<file path="src/rtl/core/htcf_pkg.sv">
// shared types and constants of the hostname ttl cache
package htcf_pkg;
  localparam logic [31:0] FNV_BASIS = 32'd2166136261;
  localparam logic [31:0] FNV_PRIME = 32'd16777619;

  localparam logic [1:0] FUNC_LOOKUP = 2'd0;
  localparam logic [1:0] FUNC_INSERT = 2'd1;
  localparam logic [1:0] FUNC_COUNT  = 2'd2;
  localparam logic [1:0] FUNC_FLUSH  = 2'd3;

  localparam logic [1:0] ST_OK      = 2'd0;
  localparam logic [1:0] ST_MISS    = 2'd1;
  localparam logic [1:0] ST_TOOLONG = 2'd2;

  localparam logic [1:0] REG_TTL = 2'd0;
  localparam logic [15:0] TTL_RESET = 16'd300;
  localparam logic [9:0] LIVE_MAX = 10'd1023;

  // per-slot record kept in the entry memory
  typedef struct packed {
    logic [7:0]  name_len;
    logic        is_v6;
    logic [31:0] ipv4;
    logic [63:0] ipv6_high;
    logic [63:0] ipv6_low;
    logic [32:0] expiry;
  } entry_t;
endpackage

</file>
<file path="src/rtl/core/htcf_hash.sv">
// fnv-1a hash step, one name byte folded in per enabled cycle
module htcf_hash import htcf_pkg::*; (
  input  logic        clk,
  input  logic        rst_n,
  input  logic        restart,
  input  logic        step,
  input  logic [7:0]  din,
  output logic [31:0] hash
);
  logic [31:0] hash_r, hash_nxt;

  always_comb begin
    hash_nxt = hash_r;
    if (restart) hash_nxt = FNV_BASIS;
    else if (step) hash_nxt = (hash_r ^ {24'd0, din}) * FNV_PRIME;
  end

  always_ff @(posedge clk) begin
    if (!rst_n) hash_r <= FNV_BASIS;
    else hash_r <= hash_nxt;
  end

  assign hash = hash_r;
endmodule
</file>
<file path="config.mk">
export PLATFORM = sky130hd
export DESIGN_NAME = htcf_hash
export DESIGN_NICKNAME = d
export VERILOG_FILES = /design/src/rtl/core/htcf_pkg.sv /design/src/rtl/core/htcf_hash.sv
export SDC_FILE = /design/constraint.sdc
export NUM_CORES = 1
export LEC_CHECK = 0
export BUFFER_PORTS_ARGS = -buffer_cell sky130_fd_sc_hd__clkbuf_2
export CAP_MARGIN = 0
export CORE_ASPECT_RATIO = 0.7
export CORE_MARGIN = 1
export CORE_UTILIZATION = 37
export CTS_CLUSTER_SIZE = 8
export DETAILED_ROUTE_END_ITERATION = 10
export RECOVER_POWER = 50
export SYNTH_ARGS = -nofsm -noshare
export SYNTH_HDL_FRONTEND = slang
export SYNTH_SLANG_ARGS = --single-unit
</file>
<file path="constraint.sdc">
create_clock -name clk -period 5.5 [get_ports clk]
set_clock_uncertainty 0.05 [all_clocks]
set_input_delay 0.275 -clock clk [delete_from_list [all_inputs] [get_ports clk]]
set_output_delay 0.275 -clock clk [all_outputs]
set_load 0.05 [all_outputs]
</file>
## Word level (Yosys, flattened, before mapping)

Index checks and enable logic that the tools add are counted.
Widths: inputs -> output; s select.

- Bits in registers: 32

- Multiply operators: 1
- Bitwise gates (word level): 2
- Reductions and logical operators: 1

Operator list:

| cell | number |
|---|---|
| $mul 32x25->32 const B | 1 |
| $xor 32x8->32 | 1 |
| $reduce_or 2->1 | 1 |
| $not 1->1 | 1 |

## Longest topological paths before layout

- Depth in word-level cells: 2
- Gate-level depth with buffers: 20

## Least setup slack after synthesis

No wires, ideal clock.

- Path type: reg2reg
- Start point: reg hash_r[2] (netlist: hash[2])
- End point: reg hash_r[22] (netlist: hash[22])
- Arrival time: 5.499 ns
- Required time: 5.333 ns
- Setup slack: -0.166 ns
- Cell stages (with the launch flop): 20
- Path through: dfxtp_1 xor2_1 ha_1 ha_1 fa_1 ha_1 fa_1 ha_1 inv_1 fa_1 inv_1 ha_1 a21o_1 a21o_1 a2111oi_4 a21oi_1 a211o_1 a21o_1 o21ba_1 a32o_1

- Cells in the longest elaborated chain, start to end: 2

Ends and longest elaborated chain:

| item | line | RTL |
|---|---|---|
| start: declaration | htcf_hash.sv:10 | `logic [31:0] hash_r, hash_nxt;` |
| start signal: assignment | htcf_hash.sv:20 | `else hash_r <= hash_nxt;` |
| $xor 32x8->32 | htcf_hash.sv:15 | `else if (step) hash_nxt = (hash_r ^ {24'd0, din}) * FNV_PRIME;` |
| $mul 32x25->32 | htcf_hash.sv:15 |  |

Every way passes these cells.
A chain may end at the register's enable or synchronous reset.

## Worst setup path after layout

- Start point: reg hash_r[1] (netlist: hash[1])
- End point: reg hash_r[24] (netlist: hash[24])

Same word-level chain as after synthesis.

==> metrics.log <==
INFO  metric arrival_time_of_the_worst_setup_path = between 5 and 6 ns
INFO  metric final-hold-violation-count = 0
INFO  metric critPathTopFamily = adder cells
INFO  metric die_w = between 150 and 200 µm
INFO  metric max_cap_viol_count = 1
INFO  metric critPathMostFrequentCell = ha_1
INFO  metric num_antenna_cells = 0
INFO  metric report.final.slew_viol_count = 29
INFO  metric drive_above_1_share = 0.156
INFO  metric dp_cells = approximately 1000
INFO  metric cp_cell_sequence = xor2_2 -> ha_1 -> ha_1 -> fa_1 -> ha_2 -> fa_1 -> ha_1 -> inv_1 -> fa_1 -> inv_1 -> ha_1 -> a21o_1 -> a21o_1 -> a2111oi_4 -> a21oi_1 -> a211o_1 -> a221oi_2 -> xor2_1 -> o21ai_1
INFO  metric synth_area_per_cell = between 9 and 10 µm²
INFO  metric design.die.area = ~0.019 mm²
INFO  metric route.final.wire_length = roughly 17000 µm
INFO  metric overflow = 0
INFO  metric cells_on_worst_reg2reg_path = 19
INFO  metric number_of_antenna_violations_at_the_first_check_in_global_routing = 0
INFO  metric crit_buf_inv = 2
INFO  metric post_drt_wl_per_cell = between 15 and 20 µm
INFO  metric drt_iter0_markers = roughly 270
INFO  metric critPathCapture = hash[24]$_SDFFE_PP1P_
INFO  metric yosysMostFrequentCell = ha_1
INFO  metric core_area = roughly 0.018 mm²
INFO  metric fin_ws = ~0.12 ns
INFO  metric cts_max_level = 2
INFO  metric timing.critical_path.slowest_cell_delay = ~0.52 ns
INFO  metric detailed_place_hpwl = approximately 15000 µm
INFO  metric numPortBuffers = between 40 and 50
INFO  metric finalWorstPathRequiredPeriod = 5.38 ns
INFO  metric cts_buffer_depth = 2
INFO  metric timing.final.crit_share = 0.977
INFO  metric synth-edff-count = 0
INFO  metric die_height = about 120 µm
INFO  metric critical_path.startpoint_type = register
INFO  metric r2r_start = hash[1]$_SDFFE_PP0P_
INFO  metric num_vias = approximately 5000
INFO  metric maxUsedRoutingLayer = met4
INFO  metric critical_path.slowest_cell = fa_1
INFO  metric synth_cell_types = 48
INFO  metric initial_utilization = 0.379
INFO  metric route.detailed.vias_per_inst = a little under 5
INFO  metric core.rowCount = 41
INFO  metric pin_count_of_the_biggest_net_entering_global_routing = 29
INFO  metric critical_register_to_register_path_endpoint = hash[24]$_SDFFE_PP1P_
INFO  metric area_growth = 17.0%
INFO  metric met1_length = 9620 µm
INFO  metric finalSetupViolCount = 0
INFO  metric grt_setup_unrepaired = yes
INFO  metric netlist_top_cells_count = ha_1 (184), inv_1 (174), fa_1 (74), dfxtp_1 (32), nand2_1 (32)
INFO  metric numClockSinks = 32
INFO  metric cp_data_required_time = about 5.6 ns
INFO  metric mappedNetlistArea = between 0.006 and 0.007 mm²
INFO  metric outcome = complete, but fails checks
INFO  metric ys_top_cells_by_area = ha_1 (34%), fa_1 (22%), inv_1 (9.6%)
INFO  metric timing.critical_path.depth = 19
INFO  metric hold_class = in -> reg
INFO  metric ys_ff_latch = 32
INFO  metric synthesis.instances = approximately 730
INFO  metric boundaryPins = 44
INFO  metric yosys_warnings = 0
INFO  metric ctsHoldBuffers = 0
INFO  metric number_of_remaining_drc_errors = 0
INFO  metric tritoncts = done
INFO  metric wire_length_of_the_first_global_routing_pass = ~27000 µm
INFO  metric fillers = approximately 1800
INFO  metric detailedRoute.firstPassIterationCount = 4
INFO  metric tightestPinTransition = between 1.5 and 2 ns
INFO  metric cts_inserted_buffers = 5
INFO  metric clkSlewWorstSetupHoldPaths = around 0.060 ns
INFO  metric share_of_the_synthesized_area_in_the_top_cell_type = 0.338
INFO  metric critical_path.endpoint_type = register
INFO  metric clock_latency = a little under 0.3 ns
INFO  metric place_worst_setup_slack = -0.0157 ns
INFO  metric met2RoutedLength = ~6700 µm
INFO  metric syn_nets = 996
INFO  metric criticalPathCategory = reg -> reg
INFO  metric track_usage = 0.190
INFO  metric layoutNonFillerInstCount = about 1100
INFO  metric fmax = between 0.15 and 0.2 GHz
INFO  metric critical_path.startpoint = hash[1]$_SDFFE_PP0P_
INFO  metric ys_async_sr_fraction = 0
INFO  metric met3WireLength = about 700 µm
INFO  metric violations = capacitance limit, slew limit
INFO  metric critical_path.max_fanout = 3
INFO  metric grt_pass1_vias = 5104
INFO  metric rrSetupSlack = between 0.1 and 0.15 ns
INFO  metric clk_root_buffer_cell = clkbuf_16
INFO  metric maxSlewHeadroom = -0.105
INFO  metric drt.antenna.violating_nets = 0
INFO  metric num-nets-final = about 1100
INFO  metric largest_register_ff_count = 32
INFO  metric dominant_cell_type_by_area_after_synthesis = ha_1
INFO  metric gp_routability_congestion = roughly 0.85
INFO  metric seq_area_frac_synth = 0.0940
INFO  metric yosys_most_used_dff = dfxtp_1
-- how the worst min path moves through the flow --
stage,from,endpoint,slack [ns],cells past startpoint
after detailed placement,hash[1]$_SDFFE_PP0P_,hash[1]$_SDFFE_PP0P_,0.45,2
after CTS,din[0],hash[0]$_SDFFE_PP1P_,0.27,3
final,din[0],hash[0]$_SDFFE_PP1P_,0.27,3
after global placement,hash[1]$_SDFFE_PP0P_,hash[1]$_SDFFE_PP0P_,0.44,2
after global routing,din[0],hash[0]$_SDFFE_PP1P_,0.33,3
after floorplan,restart,hash[7]$_SDFFE_PP1P_,0.38,2
-- per-layer routing --
layer  vias up  global-route usage
met5         -                   0
met4         0              0.0228
met3         8              0.0254
met2        94               0.272
met1      2489               0.305
li1       2552                   -
-- cell type report --
class	count	area [µm²]	share of cell area
inverter	174	653	0.0819
sequential	32	654	0.0820
multi-input combinational	511	5660	0.709
clock buffer	5	125	0.0157
timing repair buffer	89	553	0.0693
clock inverter	3	42.5	0.00533
tap	236	295	0.0370
-- kinds of logic (layout without fill, tap and decap cells) --
| kind of cell | after synthesis | after routing | synth area share |
|---|---|---|---|
| fa+ha+maj | 258 | 258 | 0.555 |
| buf+inv | 183 | 271 | 0.101 |
| compound gates | 102 | 102 | 0.105 |
| simple gates | 85 | 85 | 0.0585 |
| xor+xnor | 53 | 53 | 0.0681 |
| flops | 32 | 32 | 0.0940 |
| mux | 13 | 13 | 0.0191 |
-- tightest hold or removal path, delay by kind of cell --
kind / cells / cell delay, ns
AO/OA/AOI/OAI: 2 / 0.19
buffers and inverters: 1 / 0.10
-- cells in the final DEF, fill, tap and decap left out, types with 11 or more instances in the layout --
| cell type | instances |
|---|---|
| a21oi_1 | 26 |
| xor2_1 | 14 |
| clkbuf_2 | 37 |
| o21ai_0 | 13 |
| nor2_1 | 18 |
| buf_4 | 46 |
| inv_1 | 174 |
| mux2i_1 | 13 |
| ha_1 | 182 |
| xnor2_1 | 30 |
| dfxtp_1 | 23 |
| a21o_1 | 11 |
| nand2_1 | 32 |
| fa_1 | 74 |
-- metrics by stage --
step | TNS [ns] | util | instance area (µm²) | hold WS, ns
after global placement | 0 | 0.425 | 7650 | 0.441
after detailed placement | -0.0236 | 0.425 | 7650 | 0.452
after CTS | 0 | 0.434 | 7820 | 0.267
after floorplan | 0 | - | 6820 | 0.383
final | 0 | 0.443 | 7980 | 0.270
after global routing | -0.0503 | 0.443 | 7980 | 0.328
-- repair_timing --
item,4_1_cts,5_1_grt
gates cloned,0,0
resized for setup,1,27
pin swaps,0,4
setup buffers,0,0
endpoints found under the setup margin,1,11
Power is not shown: default switching activity piles up to over one toggle a cycle in this logic, so the estimate is an artifact.
